<file path="config.mk">
export PLATFORM = sky130hd
export DESIGN_NAME = frasm_regs
export DESIGN_NICKNAME = d
export VERILOG_FILES = /design/src/rtl/core/frasm_pkg.sv /design/src/rtl/core/frasm_regs.sv
export SDC_FILE = /design/constraint.sdc
export NUM_CORES = 1
export LEC_CHECK = 0
export ABC_AREA = 1
export BUFFER_PORTS_ARGS = -buffer_cell sky130_fd_sc_hd__clkbuf_2
export CAP_MARGIN = 30
export CORE_MARGIN = 4
export CORE_UTILIZATION = 35
export CTS_CLUSTER_DIAMETER = 100
export DETAILED_ROUTE_END_ITERATION = 10
export GPL_ROUTABILITY_DRIVEN = 0
export PLACE_DENSITY = 0.71
export SLEW_MARGIN = 20
export SYNTH_ARGS = -nofsm -noshare
export SYNTH_HDL_FRONTEND = slang
export SYNTH_SLANG_ARGS = --single-unit
</file>
<file path="constraint.sdc">
create_clock -name clk_i -period 1.96 [get_ports clk_i]
set_clock_uncertainty 0.15 [all_clocks]
set_input_delay 0.098 -clock clk_i [delete_from_list [all_inputs] [get_ports clk_i]]
set_output_delay 0.098 -clock clk_i [all_outputs]
set_load 0.03 [all_outputs]
</file>
<file path="src/rtl/core/frasm_pkg.sv">
`timescale 1ns / 1ps
// ----------------------------------------------------------------------------
// frasm_pkg: shared types and constants for the fragment reassembler
// Holds the buffer geometry, status and frame-kind codes, register indexes
// and the structs that connect the register file, controller and store.
// ----------------------------------------------------------------------------
package frasm_pkg;

  localparam int unsigned BUFFER_DEPTH    = 1024;
  localparam int unsigned BUF_AW          = $clog2(BUFFER_DEPTH);
  localparam int unsigned FIRST_HDR_BYTES = 5;
  localparam int unsigned CONT_HDR_BYTES  = 1;
  localparam int unsigned LEN_W           = 11;
  localparam int unsigned POS_W           = 3;
  localparam int unsigned POS_MAX         = 7;
  localparam int unsigned IDX_W           = 10;
  localparam int unsigned APB_AW          = 5;

  // Register indexes, taken from paddr[4:2].
  localparam logic [2:0] REG_TIMEOUT     = 3'd0;
  localparam logic [2:0] REG_CAPACITY    = 3'd1;
  localparam logic [2:0] REG_CODE_SINGLE = 3'd2;
  localparam logic [2:0] REG_CODE_FIRST  = 3'd3;
  localparam logic [2:0] REG_CODE_MIDDLE = 3'd4;
  localparam logic [2:0] REG_CODE_END    = 3'd5;

  typedef enum logic [1:0] {
    ST_MORE    = 2'd0,
    ST_DELIVER = 2'd1,
    ST_DROP    = 2'd2,
    ST_READ    = 2'd3
  } status_e;

  typedef enum logic [2:0] {
    KIND_NONE   = 3'd0,
    KIND_SINGLE = 3'd1,
    KIND_FIRST  = 3'd2,
    KIND_MIDDLE = 3'd3,
    KIND_END    = 3'd4
  } kind_e;

  typedef struct packed {
    logic [31:0]      timeout_limit;
    logic [LEN_W-1:0] capacity;
    logic [7:0]       code_single;
    logic [7:0]       code_first;
    logic [7:0]       code_middle;
    logic [7:0]       code_end;
  } cfg_t;

  typedef struct packed {
    logic              we;
    logic [BUF_AW-1:0] addr;
    logic [7:0]        data;
  } store_wr_t;

  typedef struct packed {
    logic              re;
    logic [BUF_AW-1:0] addr;
  } store_rd_t;

endpackage

</file>
<file path="src/rtl/core/frasm_regs.sv">
`timescale 1ns / 1ps
// ----------------------------------------------------------------------------
// frasm_regs: configuration register file
// APB-style slave holding the timeout, capacity and the four control codes.
// ----------------------------------------------------------------------------
module frasm_regs (
  input  logic                          clk_i,
  input  logic                          rst_ni,
  input  logic                          psel,
  input  logic                          penable,
  input  logic                          pwrite,
  input  logic [frasm_pkg::APB_AW-1:0]  paddr,
  input  logic [31:0]                   pwdata,
  output logic [31:0]                   prdata,
  output logic                          pready,
  output frasm_pkg::cfg_t               cfg_o
);
  import frasm_pkg::*;

  cfg_t       cfg_q, cfg_d;
  logic [2:0] reg_idx;
  logic       wr_en;

  assign reg_idx = paddr[APB_AW-1:2];
  assign wr_en   = psel && penable && pwrite;
  assign pready  = 1'b1;
  assign cfg_o   = cfg_q;

  always_comb begin
    cfg_d = cfg_q;
    if (wr_en) begin
      unique case (reg_idx)
        REG_TIMEOUT:     cfg_d.timeout_limit = pwdata;
        REG_CAPACITY:    cfg_d.capacity      = pwdata[LEN_W-1:0];
        REG_CODE_SINGLE: cfg_d.code_single   = pwdata[7:0];
        REG_CODE_FIRST:  cfg_d.code_first    = pwdata[7:0];
        REG_CODE_MIDDLE: cfg_d.code_middle   = pwdata[7:0];
        REG_CODE_END:    cfg_d.code_end      = pwdata[7:0];
        default:         cfg_d = cfg_q;
      endcase
    end
  end

  always_comb begin
    unique case (reg_idx)
      REG_TIMEOUT:     prdata = cfg_q.timeout_limit;
      REG_CAPACITY:    prdata = 32'(cfg_q.capacity);
      REG_CODE_SINGLE: prdata = 32'(cfg_q.code_single);
      REG_CODE_FIRST:  prdata = 32'(cfg_q.code_first);
      REG_CODE_MIDDLE: prdata = 32'(cfg_q.code_middle);
      REG_CODE_END:    prdata = 32'(cfg_q.code_end);
      default:         prdata = 32'd0;
    endcase
  end

  always_ff @(posedge clk_i or negedge rst_ni) begin
    if (!rst_ni) begin
      cfg_q.timeout_limit <= 32'd0;
      cfg_q.capacity      <= LEN_W'(BUFFER_DEPTH);
      cfg_q.code_single   <= 8'd0;
      cfg_q.code_first    <= 8'd1;
      cfg_q.code_middle   <= 8'd2;
      cfg_q.code_end      <= 8'd3;
    end else begin
      cfg_q <= cfg_d;
    end
  end

endmodule

</file>
# After elaboration in Yosys (flattened, before gate mapping)
# Index checks and enable logic that the tools add are counted.
# op_classes
reduce_logical	9
eq_ne	5
n_mux	1
# op_table
op	count
32-bit one-hot mux with 6 select lines	1
2-bit AND reduction	6
3-bit by 2-bit equality test with 1-bit output, second input constant	2
3-bit equality test, second input constant	2
3-bit by 1-bit equality test with 1-bit output, second input constant	1
3-bit zero test	1
1-bit logical AND	2
# totals
in_bits	42
register_bits	75

# Logic depth before layout (Yosys ltp)
# Gate-level depths: netlist (run 1).
# logic_depth
word_depth	3
depth_mapped	8

# Worst setup path before layout (run 1)
# No wires, ideal clock.
# synth_path
kind	in2out
start	in paddr[4] (netlist name)
end	out prdata[10]
path_slack_ns	0.389
path_stages	5
arrival_ns	1.323
required_ns	1.712
path_cell_list	buf_4 > inv_4 > nand2_2 > clkbuf_1 > o21ai_0
# synth_between
elab_chain_len	2
elab_cells_between_ends	7
# synth_rtl
element	line	source
start, declared	frasm_regs.sv:12	input logic [frasm_pkg::APB_AW-1:0] paddr,
3-bit equality test (tied with other cells)	frasm_regs.sv:45	unique case (reg_idx)
32-bit one-hot mux with 6 select lines *	frasm_regs.sv:45	
end, declared	frasm_regs.sv:14	output logic [31:0] prdata,
# Mark *: on every way between the ends. The rest lies on a longest branch, timed or not.

# Worst setup path after layout (run 1)
# layout_path
start	reg cfg_q (netlist bit cfg_o[1])
end	out prdata[1]
# layout_between
elab_chain_len	1
# layout_rtl
element	line	source
start, declared	frasm_regs.sv:20	cfg_t cfg_q, cfg_d;
start signal, assigned	frasm_regs.sv:65	cfg_q <= cfg_d;
32-bit one-hot mux with 6 select lines	frasm_regs.sv:45	
# No other way between the ends.

==> flow_summary.ini, run 1 <==
[outcome]
status = finished, final reports clean

[pwr]
swShare_pct = 41.5
power-per-cell-area_nw_per_um2 = 1020
p_leak_uw = 0.00277
intPower_uw = 3030
clkPwrFrac_pct = 24.2
ir_drop_mv = 0.433
switching_power_uw = 2150
p_seq_share_pct = 41.0
p_comb_share_pct = 34.8

[synth]
syn_inst = 458
synth_most_common_cell = nand2_1
synthTopCellsByArea = dfrtp_1 47%, nand2_1 14%, o21ai_0 8.0%, inv_1 4.9%, nand4_1 3.7%
yosys_warnings = 0
synth-seq-cells = 75
synth_edf_count = 0
avgSynthCellArea_sq_um = 8.09
async_flop_share_pct = 100
synth_common_cells = 136 x nand2_1, 70 x dfrtp_1, 59 x o21ai_0
yosysUniqueCellTypes = 26
seq_area_frac_synth_pct = 50.8
synth_area_sq_um = 3700
yosysTopAreaCellShare_pct = 47.3
synthFlopType = dfrtp_1
synth_top_cell_by_area = dfrtp_1
syn_nets = 500

[timing]
setup_violations = 0
fin_crit_ns = 1.66
worstMarginPinSlew_ns = 0.737
max_freq_mhz = 602
finalCritPeriodShare_pct = 84.7
tns_ns = 0
worst_slack_ns = 0.299
drv_slew = 0
rsz0062_at_grt = false
hold_viol = 0
hold_slack_ns = 0.00618
maxSlewHeadroom_pct = 50.9

[global_routing]
antenna_found_initial = 0
grt_pass1_wl_um = 18500
grt_pass1_vias = 3687
grtUsageTotal_pct = 18.6
grt_max_degree = 58
grt-ovfl-total = 0

[placement]
port_buffers = 146
placed_cell_area_sq_um = 4550
pre_cts_ws_ns = 0.412
dp_hpwl_um = 8520

[drt]
via_per_inst = 4.80
routed_wl_um = 11400
num_vias = 3736
drt_first_pass_iters = 4
drc = 0
ant_nets = 0
initialDrtViolationCount = 296
wl_per_cell_um = 14.7

[critical_path]
worstSetupStartpoint = cfg_o[1]
rrSetupSlack_ns = 1.05
cpPeakStageDelay_ns = 0.54
slowest_stage = dfstp_2
rr_endpoint = cfg_o[9]
crit_fanout = 3
critical-path-top-delay-family = flip-flops
r2r_cells = 2
worstSetupPathType = flip-flop to primary output
path_cells = nand4_1 -> nand2_1 -> nor2_1 -> nand2_1 -> clkbuf_2
critPathCaptureType = primary output
cp.depth = 5
arrival_ns = 1.41
cpMostUsedCell = nand2_1
cp_data_required_time_ns = 1.71
crit_buf_inv = 1
cp-start-kind = flip-flop
timing.rr.start = cfg_o[9]
cp-endpoint = prdata[1]

[layout]
layout.nets = 679
final_cell_area_sq_um = 5100
final_core_util_pct = 49.4
drive_above_1_share_pct = 31.6
syn_to_final_growth_pct = 37.8
antenna_cells = 0
nFillCells = 950
largest_reg_flops = 75

[clocking]
root_buffer = clkbuf_8
h-tree-depth = 3
clock_latency_ns = 0.33
cts_post_setup_buffers_inserted = 0
clockBufferDepth = 2
cts_resized = 0
clkSlewWorstSetupHoldPaths_ns = 0.09
hold_buffers = 34
cts_buffers = 9
cts_tree = yes
cts_num_sinks = 75

[floorplanning]
fp.dieArea_sq_um = 12300
pin_count = 150
die_x_um = 111
core_area_sq_um = 10300
initial_core_util_pct = 35.9
core.rowCount = 37
die_h_um = 111

[hold_path]
hp-class = primary input to flip-flop

[job]
drv_cap = 0
[worst min-delay path, stage by stage]
cell	delay (ns)
clkbuf_2	0.09
nand2_1	0.09
nor2_4	0.07
nand3_1	0.08
nand2_1	0.05
[logic make-up after synthesis]
| group | share of synthesized area, % |
|---|---|
| AOI/OAI and AO/OA | 11.9 |
| and+or+nand+nor | 27.2 |
| DFF | 50.8 |
| buffers and inverters | 9.90 |
| other | 0.101 |
[worst min path at each step]
stage                     slack [ns]  cells after the start   endpoint    start
after floorplan                -0.35                      0  cfg_o[10]   rst_ni
after global placement          0.04                      1   cfg_o[2]   rst_ni
final                          0.006                      5  cfg_o[41]  penable
after global routing            0.01                      5  cfg_o[40]  penable
after CTS                     0.0008                      5  cfg_o[41]  penable
after detailed placement        0.05                      1  cfg_o[10]   rst_ni
[cell type report]
class / count / area [sq um] / area share [%]
inverter: 51 / 196 / 3.85
sequential: 75 / 1880 / 36.9
multi-input combinational: 307 / 1460 / 28.6
tap: 136 / 170 / 3.33
clock buffer: 11 / 151 / 2.97
clock inverter: 5 / 60.1 / 1.18
timing repair buffer: 193 / 1180 / 23.2
[placed cells by master (no fill, tap or decap), drive strengths merged, types with 2 or more instances in the layout]
| cell type | synthesis | routed |
|---|---|---|
| dfrtp | 70 | 70 |
| nand3 | 24 | 24 |
| clkinv | 0 | 2 |
| inv | 51 | 52 |
| buf | 16 | 14 |
| dfstp | 5 | 5 |
| dlygate4sd3 | 0 | 34 |
| nor2 | 38 | 38 |
| nand4 | 22 | 22 |
| nand2 | 139 | 139 |
| o21ai | 81 | 81 |
| clkbuf | 9 | 156 |
| a21oi | 2 | 2 |
[power by group through the flow]
stage	Combinational, uW	Clock [uW]	Sequential (uW)
after CTS	1820	1270	2120
final	1810	1250	2130
after floorplan	534	0	2730
after global placement	1750	0	2130
after global routing	1950	1340	2160
after detailed placement	1780	0	2140
[layer usage]
metal	GRT usage [%]	vias to the layer above	part of all wire [%]
li1	-	1823	-
met1	23.7	1728	43
met2	30.9	172	47
met3	5.79	13	9.3
met4	4.02	0	1.2
met5	0	-	0
[through the flow]
step	cells	total power [uW]
after CTS	778	5220
after global placement	728	3880
after global routing	778	5460
final	778	5190
after detailed placement	728	3920
after floorplan	458	3260
Power figures use the tool's default switching activity.
==> run 2: changes to the inputs <==
==> constraint.sdc (replaced) <==
create_clock -name clk_i -period 1.7 [get_ports clk_i]
set_clock_uncertainty 0.15 [all_clocks]
set_input_delay 0.085 -clock clk_i [delete_from_list [all_inputs] [get_ports clk_i]]
set_output_delay 0.085 -clock clk_i [all_outputs]
set_load 0.03 [all_outputs]
==> flow_summary.ini, run 2 (synthesized netlist as in run 1, its figures left out) <==
[outcome]
status = finished, final reports clean

[layout]
final_core_util_pct = 50.1
drive_above_1_share_pct = 31.6
syn_to_final_growth_pct = 39.5
final_cell_area_sq_um = 5170
layout.nets = 686
final_cell_mix = 143 x clkbuf_2, 136 x nand2_1, 70 x dfrtp_1
largest_reg_flops = 75
antenna_cells = 0
final_common_cell = clkbuf_2

[job]
drv_cap = 0

[timing]
tns_ns = 0
fin_crit_ns = 1.62
finalCritPeriodShare_pct = 95.5
rsz0062_at_grt = false
setup_violations = 0
hold_slack_ns = 0.0218
drv_slew = 0
hold_viol = 0
max_freq_mhz = 616

[global_routing]
grt_max_degree = 36
grt-ovfl-total = 0
antenna_found_initial = 0
grt_pass1_wl_um = 19300
grtUsageTotal_pct = 19.5
grt_pass1_vias = 3902

[critical_path]
worstSetupPathType = flip-flop to primary output
crit_buf_inv = 1
path_cells = nand4_1 -> nand2_1 -> nor2_1 -> nand2_1 -> buf_2
arrival_ns = 1.39
cpMostUsedCell = nand2_1
cp_data_required_time_ns = 1.46
rrSetupSlack_ns = 0.78
cpPeakStageDelay_ns = 0.56
critical-path-top-delay-family = flip-flops
cp-start-kind = flip-flop
crit_fanout = 3
critPathCaptureType = primary output
slowest_stage = dfstp_2

[hold_path]
hp-class = primary input to flip-flop

[placement]
port_buffers = 146
placed_cell_area_sq_um = 4570
dp_hpwl_um = 8770

[pwr]
ir_drop_mv = 0.616
power-per-cell-area_nw_per_um2 = 1150
p_leak_uw = 0.00280

[drt]
initialDrtViolationCount = 257
via_per_inst = 4.86
ant_nets = 0
num_vias = 3816
wl_per_cell_um = 15.2
routed_wl_um = 11900
drt_first_pass_iters = 5
drc = 0

[clocking]
clkSlewWorstSetupHoldPaths_ns = 0.08
cts_tree = yes
cts_num_sinks = 75
cts_buffers = 9
h-tree-depth = 3
clockBufferDepth = 2
root_buffer = clkbuf_8
clock_latency_ns = 0.35

[floorplanning]
die_h_um = 111
core.rowCount = 37
die_x_um = 111
pin_count = 150
core_area_sq_um = 10300
initial_core_util_pct = 35.9
fp.dieArea_sq_um = 12300
[run 2: changes by cell type in the layout (fill, tap and decap cells not counted), sizes merged]
| cell | before | now |
|---|---|---|
| buf | 14 | 18 |
| clkbuf | 156 | 153 |
| clkinv | 2 | 4 |
| dlygate4sd3 | 34 | 39 |
| inv | 52 | 51 |
[run 2: power by group]
| part | total (uW) | leakage (uW) | switching, uW | internal (uW) |
|---|---|---|---|---|
| Combinational | 2110 | 0.00178 | 1530 | 584 |
| Sequential | 2450 | 0.000917 | 282 | 2160 |
| Clock | 1400 | 0.000102 | 685 | 718 |
[run 2: stage by stage]
| stage | setup WS [ns] | power, uW | instances |
|---|---|---|---|
| after floorplan | 0.155 | 3760 | 458 |
| after global routing | 0.0183 | 6270 | 785 |
| after detailed placement | 0.166 | 4530 | 730 |
| final | 0.0759 | 5960 | 785 |
| after global placement | 0.218 | 4480 | 730 |
| after CTS | 0.0425 | 5990 | 785 |
[run 2: what timing repair did]
action                                 4_1_cts  5_1_grt
setup buffers                                0        0
resized for setup                            0        5
hold buffers                                39        0
endpoints found under the hold margin      149        0
setup endpoints to repair                    0        5
[run 2: routing by layer]
| layer | wire (um) | GRT usage [%] | share of wire, % | vias to the layer above |
|---|---|---|---|---|
| li1 | - | - | - | 1839 |
| met1 | 4890 | 23.4 | 41 | 1775 |
| met2 | 5680 | 32.9 | 48 | 184 |
| met3 | 1110 | 6.39 | 9.3 | 18 |
| met4 | 230 | 6.57 | 1.9 | 0 |
| met5 | 0 | 0 | 0 | - |
[run 2: final timing paths]
path | start | endpoint | depth (start not counted)
max | cfg_o[0] | prdata[0] | 5
min | psel | cfg_o[40] | 5
max reg2reg | cfg_o[9] | cfg_o[9] | 2
min reg2reg | cfg_o[42] | cfg_o[42] | 2
max in group asynchronous | rst_ni | cfg_o[17] | 3
min in group asynchronous | rst_ni | cfg_o[0] | 2
[run 2: tightest hold or removal path, stage by stage]
cell and delay (ns):
clkbuf_2 0.10, nand2_1 0.10, nor2_4 0.06, nand3_1 0.09
nand2_1 0.05
[run 2: area by class of cell]
type                       instances  area, sq um
clock inverter                     6         65.1
tap                              136          170
sequential                        75         1880
fill                             977         5160
inverter                          51          196
timing repair buffer             200         1250
clock buffer                      10          138
multi-input combinational        307         1460
