[src/rtl/core/frasm_pkg.sv]
`timescale 1ns / 1ps
// ----------------------------------------------------------------------------
// frasm_pkg: shared types and constants for the fragment reassembler
// Holds the buffer geometry, status and frame-kind codes, register indexes
// and the structs that connect the register file, controller and store.
// ----------------------------------------------------------------------------
package frasm_pkg;

  localparam int unsigned BUFFER_DEPTH    = 1024;
  localparam int unsigned BUF_AW          = $clog2(BUFFER_DEPTH);
  localparam int unsigned FIRST_HDR_BYTES = 5;
  localparam int unsigned CONT_HDR_BYTES  = 1;
  localparam int unsigned LEN_W           = 11;
  localparam int unsigned POS_W           = 3;
  localparam int unsigned POS_MAX         = 7;
  localparam int unsigned IDX_W           = 10;
  localparam int unsigned APB_AW          = 5;

  // Register indexes, taken from paddr[4:2].
  localparam logic [2:0] REG_TIMEOUT     = 3'd0;
  localparam logic [2:0] REG_CAPACITY    = 3'd1;
  localparam logic [2:0] REG_CODE_SINGLE = 3'd2;
  localparam logic [2:0] REG_CODE_FIRST  = 3'd3;
  localparam logic [2:0] REG_CODE_MIDDLE = 3'd4;
  localparam logic [2:0] REG_CODE_END    = 3'd5;

  typedef enum logic [1:0] {
    ST_MORE    = 2'd0,
    ST_DELIVER = 2'd1,
    ST_DROP    = 2'd2,
    ST_READ    = 2'd3
  } status_e;

  typedef enum logic [2:0] {
    KIND_NONE   = 3'd0,
    KIND_SINGLE = 3'd1,
    KIND_FIRST  = 3'd2,
    KIND_MIDDLE = 3'd3,
    KIND_END    = 3'd4
  } kind_e;

  typedef struct packed {
    logic [31:0]      timeout_limit;
    logic [LEN_W-1:0] capacity;
    logic [7:0]       code_single;
    logic [7:0]       code_first;
    logic [7:0]       code_middle;
    logic [7:0]       code_end;
  } cfg_t;

  typedef struct packed {
    logic              we;
    logic [BUF_AW-1:0] addr;
    logic [7:0]        data;
  } store_wr_t;

  typedef struct packed {
    logic              re;
    logic [BUF_AW-1:0] addr;
  } store_rd_t;

endpackage

[src/rtl/core/frasm_ctrl.sv]
`timescale 1ns / 1ps
// ----------------------------------------------------------------------------
// frasm_ctrl: frame parser and reassembly controller
// Parses each PDU byte, updates the reassembly state, drives the buffer
// ports and holds the result word in an output register.
// ----------------------------------------------------------------------------
module frasm_ctrl (
  input  logic                          clk_i,
  input  logic                          rst_ni,
  input  frasm_pkg::cfg_t               cfg_i,
  input  logic                          in_valid_i,
  output logic                          in_ready_o,
  input  logic                          cmd_i,
  input  logic [7:0]                    data_byte_i,
  input  logic                          pdu_last_i,
  input  logic [31:0]                   now_ms_i,
  input  logic [frasm_pkg::IDX_W-1:0]   read_index_i,
  output logic                          out_valid_o,
  input  logic                          out_ready_i,
  output logic [1:0]                    status_o,
  output logic [frasm_pkg::LEN_W-1:0]   message_length_o,
  output logic [7:0]                    read_data_o,
  output frasm_pkg::store_wr_t          store_wr_o,
  output frasm_pkg::store_rd_t          store_rd_o,
  input  logic [7:0]                    store_rdata_i
);
  import frasm_pkg::*;

  logic             reasm_q, reasm_d;
  logic [LEN_W-1:0] exp_total_q, exp_total_d;
  logic [LEN_W-1:0] fill_q, fill_d;
  logic [31:0]      last_time_q, last_time_d;
  kind_e            kind_q, kind_d;
  logic [POS_W-1:0] pos_q, pos_d;
  logic [31:0]      len_shift_q, len_shift_d;
  logic [31:0]      frame_time_q, frame_time_d;
  logic             bad_q, bad_d;

  logic             out_valid_q, out_valid_d;
  status_e          status_q, status_d;
  logic [LEN_W-1:0] len_q, len_d;
  logic             rd_zero_q, rd_zero_d;

  logic             in_accept;
  logic             out_load;
  logic [31:0]      eff_cap;
  logic             take;
  logic             hdr_ok;

  assign in_accept  = in_valid_i && in_ready_o;
  assign in_ready_o = !out_valid_q || out_ready_i || (!cmd_i && !pdu_last_i);
  assign out_load   = in_accept && (cmd_i || pdu_last_i);
  assign eff_cap    = (32'(cfg_i.capacity) < BUFFER_DEPTH) ? 32'(cfg_i.capacity)
                                                           : 32'(BUFFER_DEPTH);

  assign store_rd_o.re   = in_accept && cmd_i;
  assign store_rd_o.addr = BUF_AW'(read_index_i);

  always_comb begin
    reasm_d      = reasm_q;
    exp_total_d  = exp_total_q;
    fill_d       = fill_q;
    last_time_d  = last_time_q;
    kind_d       = kind_q;
    pos_d        = pos_q;
    len_shift_d  = len_shift_q;
    frame_time_d = frame_time_q;
    bad_d        = bad_q;
    take         = 1'b0;
    hdr_ok       = 1'b0;
    store_wr_o   = '0;
    status_d     = ST_DROP;
    len_d        = '0;
    rd_zero_d    = 1'b0;

    if (in_accept && cmd_i) begin
      status_d  = ST_READ;
      rd_zero_d = !(32'(read_index_i) < BUFFER_DEPTH);
    end else if (in_accept) begin
      if (pos_q == '0) begin
        // Control byte: check the gap since the last accepted frame first.
        if (reasm_q && (cfg_i.timeout_limit != 32'd0) &&
            ((now_ms_i - last_time_q) > cfg_i.timeout_limit)) begin
          reasm_d     = 1'b0;
          exp_total_d = '0;
          fill_d      = '0;
        end
        frame_time_d = now_ms_i;
        bad_d        = 1'b0;
        priority if (data_byte_i == cfg_i.code_single) begin
          kind_d = KIND_SINGLE;
        end else if (data_byte_i == cfg_i.code_first) begin
          kind_d = KIND_FIRST;
        end else if (data_byte_i == cfg_i.code_middle) begin
          kind_d = KIND_MIDDLE;
        end else if (data_byte_i == cfg_i.code_end) begin
          kind_d = KIND_END;
        end else begin
          kind_d = KIND_NONE;
          bad_d  = 1'b1;
        end
        if (kind_d == KIND_SINGLE || kind_d == KIND_FIRST) begin
          reasm_d     = 1'b0;
          exp_total_d = '0;
          fill_d      = '0;
          len_shift_d = '0;
        end else if (kind_d != KIND_NONE && !reasm_d) begin
          bad_d = 1'b1;
        end
        take = (kind_d == KIND_MIDDLE || kind_d == KIND_END) && (CONT_HDR_BYTES == 0);
      end else if (kind_q == KIND_SINGLE || kind_q == KIND_FIRST) begin
        if (32'(pos_q) < FIRST_HDR_BYTES) begin
          len_shift_d = {len_shift_q[23:0], data_byte_i};
          if (32'(pos_q) == FIRST_HDR_BYTES - 1) begin
            if (len_shift_d == 32'd0 || len_shift_d > eff_cap) begin
              bad_d = 1'b1;
            end else begin
              exp_total_d = LEN_W'(len_shift_d);
            end
          end
        end else begin
          take = 1'b1;
        end
      end else if (kind_q == KIND_MIDDLE || kind_q == KIND_END) begin
        take = (32'(pos_q) >= CONT_HDR_BYTES);
      end

      // Payload byte: write while below both the total and the buffer depth.
      if (take && !bad_d) begin
        if (fill_d < exp_total_d && 32'(fill_d) < BUFFER_DEPTH) begin
          store_wr_o.we   = 1'b1;
          store_wr_o.addr = BUF_AW'(fill_d);
          store_wr_o.data = data_byte_i;
          fill_d          = fill_d + LEN_W'(1);
        end else begin
          bad_d = 1'b1;
        end
      end

      if (32'(pos_q) < POS_MAX) begin
        pos_d = pos_q + POS_W'(1);
      end

      if (pdu_last_i) begin
        if (kind_d == KIND_SINGLE || kind_d == KIND_FIRST) begin
          hdr_ok = (32'(pos_q) >= FIRST_HDR_BYTES - 1);
        end else begin
          hdr_ok = (32'(pos_q) + 32'd1 >= CONT_HDR_BYTES);
        end
        if (!bad_d && hdr_ok) begin
          unique case (kind_d)
            KIND_SINGLE, KIND_END: begin
              if (fill_d == exp_total_d) begin
                status_d = ST_DELIVER;
                len_d    = fill_d;
              end
            end
            KIND_FIRST: begin
              if (fill_d < exp_total_d) begin
                status_d    = ST_MORE;
                reasm_d     = 1'b1;
                last_time_d = frame_time_d;
              end
            end
            KIND_MIDDLE: begin
              status_d    = ST_MORE;
              last_time_d = frame_time_d;
            end
            default: status_d = ST_DROP;
          endcase
        end
        if (status_d == ST_DROP) begin
          reasm_d     = 1'b0;
          exp_total_d = '0;
          fill_d      = '0;
        end else if (status_d == ST_DELIVER) begin
          reasm_d = 1'b0;
        end
        pos_d  = '0;
        kind_d = KIND_NONE;
        bad_d  = 1'b0;
      end
    end
  end

  always_comb begin
    if (out_load) begin
      out_valid_d = 1'b1;
    end else if (out_ready_i) begin
      out_valid_d = 1'b0;
    end else begin
      out_valid_d = out_valid_q;
    end
  end

  always_ff @(posedge clk_i or negedge rst_ni) begin
    if (!rst_ni) begin
      reasm_q      <= 1'b0;
      exp_total_q  <= '0;
      fill_q       <= '0;
      last_time_q  <= '0;
      kind_q       <= KIND_NONE;
      pos_q        <= '0;
      len_shift_q  <= '0;
      frame_time_q <= '0;
      bad_q        <= 1'b0;
      out_valid_q  <= 1'b0;
    end else begin
      reasm_q      <= reasm_d;
      exp_total_q  <= exp_total_d;
      fill_q       <= fill_d;
      last_time_q  <= last_time_d;
      kind_q       <= kind_d;
      pos_q        <= pos_d;
      len_shift_q  <= len_shift_d;
      frame_time_q <= frame_time_d;
      bad_q        <= bad_d;
      out_valid_q  <= out_valid_d;
    end
  end

  always_ff @(posedge clk_i) begin
    if (out_load) begin
      status_q  <= status_d;
      len_q     <= len_d;
      rd_zero_q <= rd_zero_d;
    end
  end

  assign out_valid_o      = out_valid_q;
  assign status_o         = status_q;
  assign message_length_o = len_q;
  assign read_data_o      = (status_q == ST_READ && !rd_zero_q) ? store_rdata_i : 8'd0;

`ifndef NO_ASSERTIONS
  a_fill_bounded: assert property (@(posedge clk_i) disable iff (!rst_ni)
    fill_q <= exp_total_q)
    else $error("fill count exceeds expected total");

  a_reasm_total: assert property (@(posedge clk_i) disable iff (!rst_ni)
    reasm_q |-> (exp_total_q != '0))
    else $error("reassembly active with zero expected total");

  a_write_on_byte: assert property (@(posedge clk_i) disable iff (!rst_ni)
    store_wr_o.we |-> (in_accept && !cmd_i && !store_rd_o.re))
    else $error("buffer write without an accepted PDU byte");

  a_deliver_len: assert property (@(posedge clk_i) disable iff (!rst_ni)
    (out_valid_q && status_q == ST_DELIVER) |-> (len_q != '0))
    else $error("deliver with zero length");
`endif

endmodule

[config.mk]
export PLATFORM = sky130hd
export DESIGN_NAME = frasm_ctrl
export DESIGN_NICKNAME = d
export VERILOG_FILES = /design/src/rtl/core/frasm_pkg.sv /design/src/rtl/core/frasm_ctrl.sv
export SDC_FILE = /design/constraint.sdc
export NUM_CORES = 1
export LEC_CHECK = 0
export BUFFER_PORTS_ARGS = -buffer_cell sky130_fd_sc_hd__buf_2
export CAP_MARGIN = 0
export CORE_UTILIZATION = 36
export DETAILED_ROUTE_END_ITERATION = 10
export HOLD_SLACK_MARGIN = 0.08
export PLACE_DENSITY = 0.65
export SLEW_MARGIN = 15
export SYNTH_ARGS = -nofsm -noshare
export SYNTH_HDL_FRONTEND = slang
export SYNTH_SLANG_ARGS = --single-unit
[constraint.sdc]
create_clock -name clk_i -period 16.5 [get_ports clk_i]
set_clock_uncertainty 0.15 [all_clocks]
set_input_delay 1.65 -clock clk_i [delete_from_list [all_inputs] [get_ports clk_i]]
set_output_delay 1.65 -clock clk_i [all_outputs]
set_load 0.1 [all_outputs]
### After elaboration in Yosys (flattened, before gate mapping)

Cells that the tools add are included.

| storage, ports and cells | value |
|---|---|
| memories | 0 |
| output and inout port bits | 53 |
| input bits | 139 |
| RAM bits | 0 |
| bits in registers | 132 |
| word-level logic and storage cells | 194 |
| latch bits | 0 |
| ROM bits | 0 |

| cells by class | value |
|---|---|
| reductions and logical operators | 40 |
| divide/modulo/power cells | 0 |
| mux-type cells | 99 |
| order comparisons | 11 |
| shift operators | 0 |
| bitwise logic cells | 6 |
| multiply operators | 0 |
| eq/ne operators | 21 |
| add/subtract/negate cells | 4 |

Operators with widths:

| kind | number |
|---|---|
| $mux W11 | 23 |
| $mux W24 | 4 |
| $mux W19 | 4 |
| $mux W32 | 2 |
| $pmux W32 S2 | 1 |
| $mux W1 | 44 |
| $mux W3 | 13 |
| $eq A8 B8 Y1 | 4 |
| $gt A32 B11 Y1 | 1 |
| $gt A32 B32 Y1 | 1 |
| $logic_not A32 Y1 | 1 |
| $reduce_bool A32 Y1 | 1 |
| $sub A32 B32 Y32 | 1 |
| $lt A11 B11 Y1 | 2 |
| $lt A11 B11 Y1 const B | 2 |
| $eq A3 B2 Y1 const B | 5 |
| $mux W2 | 6 |
| $add A11 B1 Y11 const B | 1 |
| $eq A11 B11 Y1 | 1 |
| $logic_and A1 B1 Y1 | 10 |
| $reduce_bool A2 Y1 | 5 |
| $eq A3 B1 Y1 const B | 3 |
| $eq A3 B3 Y1 const B | 3 |
| $logic_or A1 B1 Y1 | 8 |
| 22 further kinds | 35 |

### Depth between registers and ports, before layout

Gate-level depths: netlist (run 1).

| logic depth | value |
|---|---|
| word-level depth | 31 |
| mapped depth | 47 |
| depth with buffers taken out | 45 |

### Least setup slack after synthesis (run 1)

OpenSTA, ideal clock, no wires.

| path | value |
|---|---|
| path kind | in2out |
| start | input now_ms_i[1] |
| end | output store_wr_o[1] (netlist bit) |
| buffers on the path | 2 |
| stages | 33 |
| arrival | 9274 ps |
| slack | 5426 ps |
| required time | 14700 ps |
| path through | ha_1 nor2b_1 o21ai_0 a21boi_1 o41ai_1 o21ai_1 a211o_1 a21o_1 a21o_1 a21o_1 a21oi_1 xnor2_1 ha_1 a21oi_1 o21ai_0 a221o_1 a211o_1 o311ai_2 clkbuf_1 nand3_1 a21boi_0 ha_1 a21o_1 a21o_1 a21oi_1 o21ai_0 a21oi_1 and2_1 and2_1 buf_2 nand2_1 inv_1 and2_1 |

RTL lines:

| item | RTL line | source |
|---|---|---|
| start: declaration | frasm_ctrl.sv:16 | `input logic [31:0] now_ms_i,` |
| end: declaration | frasm_ctrl.sv:23 | `output frasm_pkg::store_wr_t store_wr_o,` |

### Worst setup path in the final report (run 1)

| path | value |
|---|---|
| start | input now_ms_i[1] |
| end | register fill_q[7] |

| on the way | value |
|---|---|
| cells in the longest elaborated chain, start to end | 29 |
| elaborated cells on any way between the ends | 52 |
| classes of those cells | 2 x add/sub; 4 x order compare; 2 x eq/ne; 36 x mux; 8 x reduce/logical |

RTL lines:

| item | RTL line | source |
|---|---|---|
| $sub A32 B32 Y32 * | frasm_ctrl.sv:83 | `((now_ms_i - last_time_q) > cfg_i.timeout_limit)) begin` |
| $gt A32 B32 Y1 * | frasm_ctrl.sv:83 |  |
| $logic_and A1 B1 Y1 * | frasm_ctrl.sv:82 | `if (reasm_q && (cfg_i.timeout_limit != 32'd0) &&` |
| parallel branches: the longest is 25 deep, another holds $lt A11 B11 Y1 | -- |  |
| $mux W11 * | frasm_ctrl.sv:144 | `if (pdu_last_i) begin` |
| end signal: assignment | frasm_ctrl.sv:211 | `fill_q <= fill_d;` |
| end: declaration | frasm_ctrl.sv:31 | `logic [LEN_W-1:0] fill_q, fill_d;` |

Every way passes the cells marked *. The select of a mux whose other input is x is not followed.
A chain may end at the register's enable or synchronous reset.

==> flow_summary.ini, run 1 <==
[place]
portBuffers = 171
dp.cells = 1604
gp_congestion = 0.899
dp_hpwl_mm = 19.7

[floorplanning]
die-area_sq_mm = 0.0285
core_sq_mm = 0.0271
die_height_um = 169
die_w_um = 169
pin_count = 192
start_util_pct = 36.9
std_cell_rows = 60

[logic_synthesis]
synth_top_area_share_pct = 29.7
syn_nets = 1346
syn_inst = 1105
synth_edf_count = 13
syn_area_per_cell_sq_um = 9.06
yosys_warnings = 0
synthTopCellsByArea = dfrtp_1, ha_1, mux2i_1
yosys_most_used_dff = dfrtp_1
ys_seq_area_share_pct = 33.6
synthDistinctLibCells = 66
async_reset_ff_share_pct = 90.2
ys_ff_latch = 132
synth_area_sq_mm = 0.0100
synth_top_area_cell = dfrtp_1

[hold_path]
min_from = exp_total_q[9]
min_path_type = reg2reg

[setup_path]
worstReg2RegStart = last_time_q[1]
setup.worst_path.class = in2reg
end_kind = flop
path_buf_inv = 2
max_stage_delay_ns = 0.67
startpoint_type = input port
arrival_ns = 11.64
crit_family = compound AO/OA/AOI/OAI gates
cpMaxStageDelayCell = o32ai_2
crit_path_max_fanout = 25
critPathRequiredTime_ns = 16.67
crit_path_start = now_ms_i[1]

[layout]
stdcell_count = 1637
multi_input_area_sq_mm = 0.00607
utilization_pct = 43.4
ff_latch_area_sq_mm = 0.00337
mostFrequentLayoutCells = buf_2, nand2_1, dfrtp_1
layout_commonest_cell = buf_2
drive_gt1_share_pct = 20.6
fillers = 2681
syn_to_final_growth_pct = 17.5
nets = 1492

[drt]
vias = 8376
routed_wl_mm = 25.7
firstDrtPassIters = 5
drtAntennaViolNets = 0
wl_per_cell_um = 15.7
routed_via_density = 5.12
drt-initial-drc-count = 513
drcViolationCount = 0

[clocking]
cts_root_buf = clkbuf_16
clockBufferDepth = 2
cts-buffers-inserted = 17
htreeDepth = 4
clkLatencyLatePin_ns = 0.42
path_clk_slew_ns = 0.06
cts_hold_buf = 0
cts_tree = yes
cts.sinks = 132
post_cts_resized = 0
post-cts-setup-buffers = 0

[sta]
hold_viol = 0
drv_slew = 0
finalSetupViolations = 0
fin_tns_setup_ns = 0
tightest_slew_ns = 1.03
rsz0062_at_grt = false
finalCritPeriodShare_pct = 69.5
fmax_mhz = 87.1
relSlewSlack_pct = 31.1
period_needed_ns = 11.48

[grt]
grt_pass1_wl_mm = 41.9
grt_pass1_vias = 8062
antenna_found_initial = 2
grt_max_degree = 71
grt_overflow = 0
grt_usage_pct = 18.6

[power]
p_sw_mw = 0.397
vdd_drop_max_mv = 0.0558
seqPwrFrac_pct = 37.5
p_sw_share_pct = 33.2
internal-power_mw = 0.798
combPwrFrac_pct = 29.2
power_density_mw_per_mm2 = 102
pwr-share-clk_pct = 33.3
p_leak_nw = 6.10

[flow_run]
cap_violations = 0

[run_status]
status = finished, final reports clean
-- routing by layer --
metal	up-vias	wire [um]	part of all wire, %	GRT usage [%]
met2	238	11900	46	30.8
met3	26	1450	5.6	3.60
li1	4181	-	-	-
met1	3929	12000	47	25.0
met4	2	308	1.2	4.51
met5	-	12	0.047	0
-- power groups by stage --
stage | registers [mW] | clock network, mW | logic (mW)
3_5_place_dp | 0.454 | 0 | 0.349
3_3_place_gp | 0.451 | 0 | 0.340
6_report | 0.448 | 0.398 | 0.349
2_1_floorplan | 0.452 | 0 | 0.265
4_1_cts | 0.448 | 0.404 | 0.351
5_1_grt | 0.459 | 0.421 | 0.389
-- cell usage after synthesis, types with 15 or more instances --
library cell,number
a21o_1,22
a21oi_1,47
and2_1,17
and3_1,15
clkbuf_1,27
dfrtp_1,119
ha_1,101
inv_1,87
mux2_2,34
mux2i_1,65
nand2_1,129
nand3_1,33
nand4_1,25
nor2_1,53
nor4_1,22
o21ai_0,70
xnor2_1,34
xor2_1,38
-- worst reg2reg max path: cells and delay by family (launching register included) --
| kind | cells | cell delay (ns) |
|---|---|---|
| adders and majority gates | 4 | 1.19 |
| DFF | 1 | 0.36 |
| xor gates and xnor gates | 2 | 0.41 |
| and+or+nand+nor | 11 | 2.42 |
| muxes | 1 | 0.19 |
| AOI/OAI and AO/OA | 22 | 5.28 |
| buffers and inverters | 2 | 0.44 |
-- flip-flops by register name, indices dropped and copies added (netlist names), 2 cells and up --
name,flops
last_time_q,32
kind_q,3
pos_q,3
frame_time_q,32
exp_total_q,11
len_shift_q,24
fill_q,11
status_o,2
message_length_o,11
-- final cells by class --
cell class / count / share of cell area [%]
diodes: 1 / 0.0213
clock buffers: 22 / 4.30
clock inverters: 10 / 1.00
inverters: 88 / 2.81
multi-input cells: 835 / 51.6
flip-flops and latches: 132 / 28.6
well taps: 372 / 3.96
repair buffers: 177 / 7.68
-- final timing paths --
path	endpoint	slack [ns]	depth (start not counted)
max	fill_q[7]	5.02	42
min	exp_total_q[9]	0.34	2
max reg2reg	fill_q[7]	5.98	42
min reg2reg	exp_total_q[9]	0.34	2
max in group asynchronous	last_time_q[18]	13.77	2
min in group asynchronous	len_shift_q[3]	1.21	1
-- cell families after synthesis --
group / Yosys count / synth area share [%]
and+or+nand+nor: 349 / 17.0
AOI/OAI and AO/OA: 213 / 14.0
buffers and inverters: 138 / 5.90
DFF: 132 / 33.6
adders and majority gates: 102 / 12.8
muxes: 99 / 10.3
xor gates and xnor gates: 72 / 6.30
-- stage by stage --
stage | setup slack, ns | area (sq um) | hold slack (ns) | total power [mW]
after floorplan | 5.43 | 10000 | 0.299 | 0.717
after global placement | 5.03 | 11100 | 0.316 | 0.791
after detailed placement | 4.72 | 11100 | 0.324 | 0.803
after CTS | 5.14 | 11800 | 0.340 | 1.20
after global routing | 4.26 | 11800 | 0.354 | 1.27
final | 5.02 | 11800 | 0.336 | 1.19
Power figures use the tool's default switching activity.
==> run 2, diff against run 1 <==
- PLACE_DENSITY: 0.65 -> 0.67
- clock period: 16.5 -> 9.6 ns (I/O delays scaled with it)
==> flow_summary.ini, run 2 (synthesis results as in run 1) <==
[sta]
finalSetupViolations = 0
finalCritPeriodShare_pct = 96.8
tightest_slew_ns = 1.05
period_needed_ns = 9.30
hold_ws_ns = 0.333
fmax_mhz = 108
relSlewSlack_pct = 30.0
hold_viol = 0
drv_slew = 0
fin_tns_setup_ns = 0

[grt]
met1_usage_pct = 26.1
met3_usage_pct = 3.41
top_usage_layer = met2
grt_overflow = 0
grt_pass1_vias = 8836
grt_pass1_wl_mm = 45.1
grt_usage_pct = 20.0
antenna_found_initial = 2
grt_max_degree = 68
grt_util_met2_pct = 33.8

[layout]
layout_commonest_cell = buf_2
drive_gt1_share_pct = 29.7
fillers = 2538
postLayoutCellArea_sq_mm = 0.0130
nets = 1591
reg_top3 = frame_time_q x32, last_time_q x32, len_shift_q x24
multi_input_area_sq_mm = 0.00632
syn_to_final_growth_pct = 30.1
mostFrequentLayoutCells = buf_2, nand2_1, dfrtp_1
utilization_pct = 48.1
ff_latch_area_sq_mm = 0.00337

[setup_path]
max_stage_delay_ns = 0.44
cp_common_cell = a21oi_2
r2r_cells = 43
crit_path_max_fanout = 7
reg2reg_to = fill_q[8]
critPathRequiredTime_ns = 9.81
setup.worst_path.class = in2reg
arrival_ns = 9.51
cpMaxStageDelayCell = o32a_1
rrSetupSlack_ns = 0.54
worstReg2RegStart = last_time_q[1]
startpoint_type = input port
end_kind = flop

[drt]
drcViolationCount = 0
firstDrtPassIters = 5
wl_per_cell_um = 16.2
routed_wl_mm = 28.1
drtAntennaViolNets = 0
vias = 8870
drt-initial-drc-count = 451
routed_via_density = 5.11

[place]
gp_congestion = 0.918
portBuffers = 171
placed_cell_area_sq_mm = 0.0121
dp_hpwl_mm = 21.5

[clocking]
cts_root_buf = clkbuf_16
cts.sinks = 132
cts_tree = yes
clkLatencyLatePin_ns = 0.44
htreeDepth = 4
path_clk_slew_ns = 0.06
cts_hold_buf = 0
clockBufferDepth = 2
cts-buffers-inserted = 17

[hold_path]
hold_depth = 2
min_from = len_shift_q[18]
min_to = len_shift_q[18]
min_path_type = reg2reg

[floorplanning]
die_w_um = 169
std_cell_rows = 60
die_height_um = 169
core_sq_mm = 0.0271
start_util_pct = 36.9
die-area_sq_mm = 0.0285
pin_count = 192

[power]
power_density_mw_per_mm2 = 159
vdd_drop_max_mv = 0.0965
p_leak_nw = 6.70

[run_status]
status = finished, final reports clean

[flow_run]
cap_violations = 0
run 2: cell types whose count changed in the layout (fill, tap and decap cells not counted), sizes merged:
| cell | delta |
|---|---|
| buf | +98 |
| clkbuf | -3 |
| clkinv | +2 |
| clkinvlp | -1 |
| inv | +2 |
run 2: where the power goes:
group / switching, mW / total, mW / internal [mW]
Combinational: 0.359 / 0.647 / 0.288
Sequential: 0.0834 / 0.772 / 0.688
Clock: 0.263 / 0.650 / 0.387
run 2: cell type report:
type	count	area share, %
clock buffers	18	3.37
well taps	372	3.57
repair buffers	276	15.1
multi-input cells	835	48.6
flip-flops and latches	132	25.9
clock inverters	13	1.01
diodes	1	0.0192
inverters	88	2.54
run 2: stage by stage:
stage | total power, mW | std cells | worst slack (ns)
after detailed placement | 1.40 | 1688 | -0.321
after floorplan | 1.23 | 1105 | 0.0244
after CTS | 2.06 | 1719 | 0.00182
after global routing | 2.19 | 1734 | -0.0567
final | 2.07 | 1735 | 0.304
after global placement | 1.38 | 1688 | -0.0693
run 2: worst max-delay path: cells and delay by family:
family	cells	cell delay, ns
xor+xnor	2	0.37
compound gates	20	3.81
fa+ha+maj	5	1.46
mux	1	0.17
buf+inv	5	0.49
simple gates	12	2.25
run 2: worst max path at each step:
stage / slack [ns] / start / end / cells past startpoint
floorplan: 0.02 / now_ms_i[1] / fill_q[7] / 42
global placement: -0.07 / now_ms_i[1] / fill_q[6] / 44
detailed placement: -0.32 / now_ms_i[0] / fill_q[6] / 46
CTS: 0.002 / now_ms_i[0] / fill_q[6] / 48
global route: -0.06 / now_ms_i[0] / fill_q[8] / 45
finish: 0.30 / now_ms_i[0] / fill_q[8] / 45
run 2: timing repair:
action	4_1_cts	5_1_grt
buffers inserted	0	14
endpoints found under the hold margin	0	0
gates resized for setup	0	56
setup endpoints to repair	0	85
run 2: metal layers:
layer  wire length [um]  vias up
met1              12800     4204
met2              13300      237
met4                471        2
met5                 14        -
met3               1450       34
li1                   -     4393
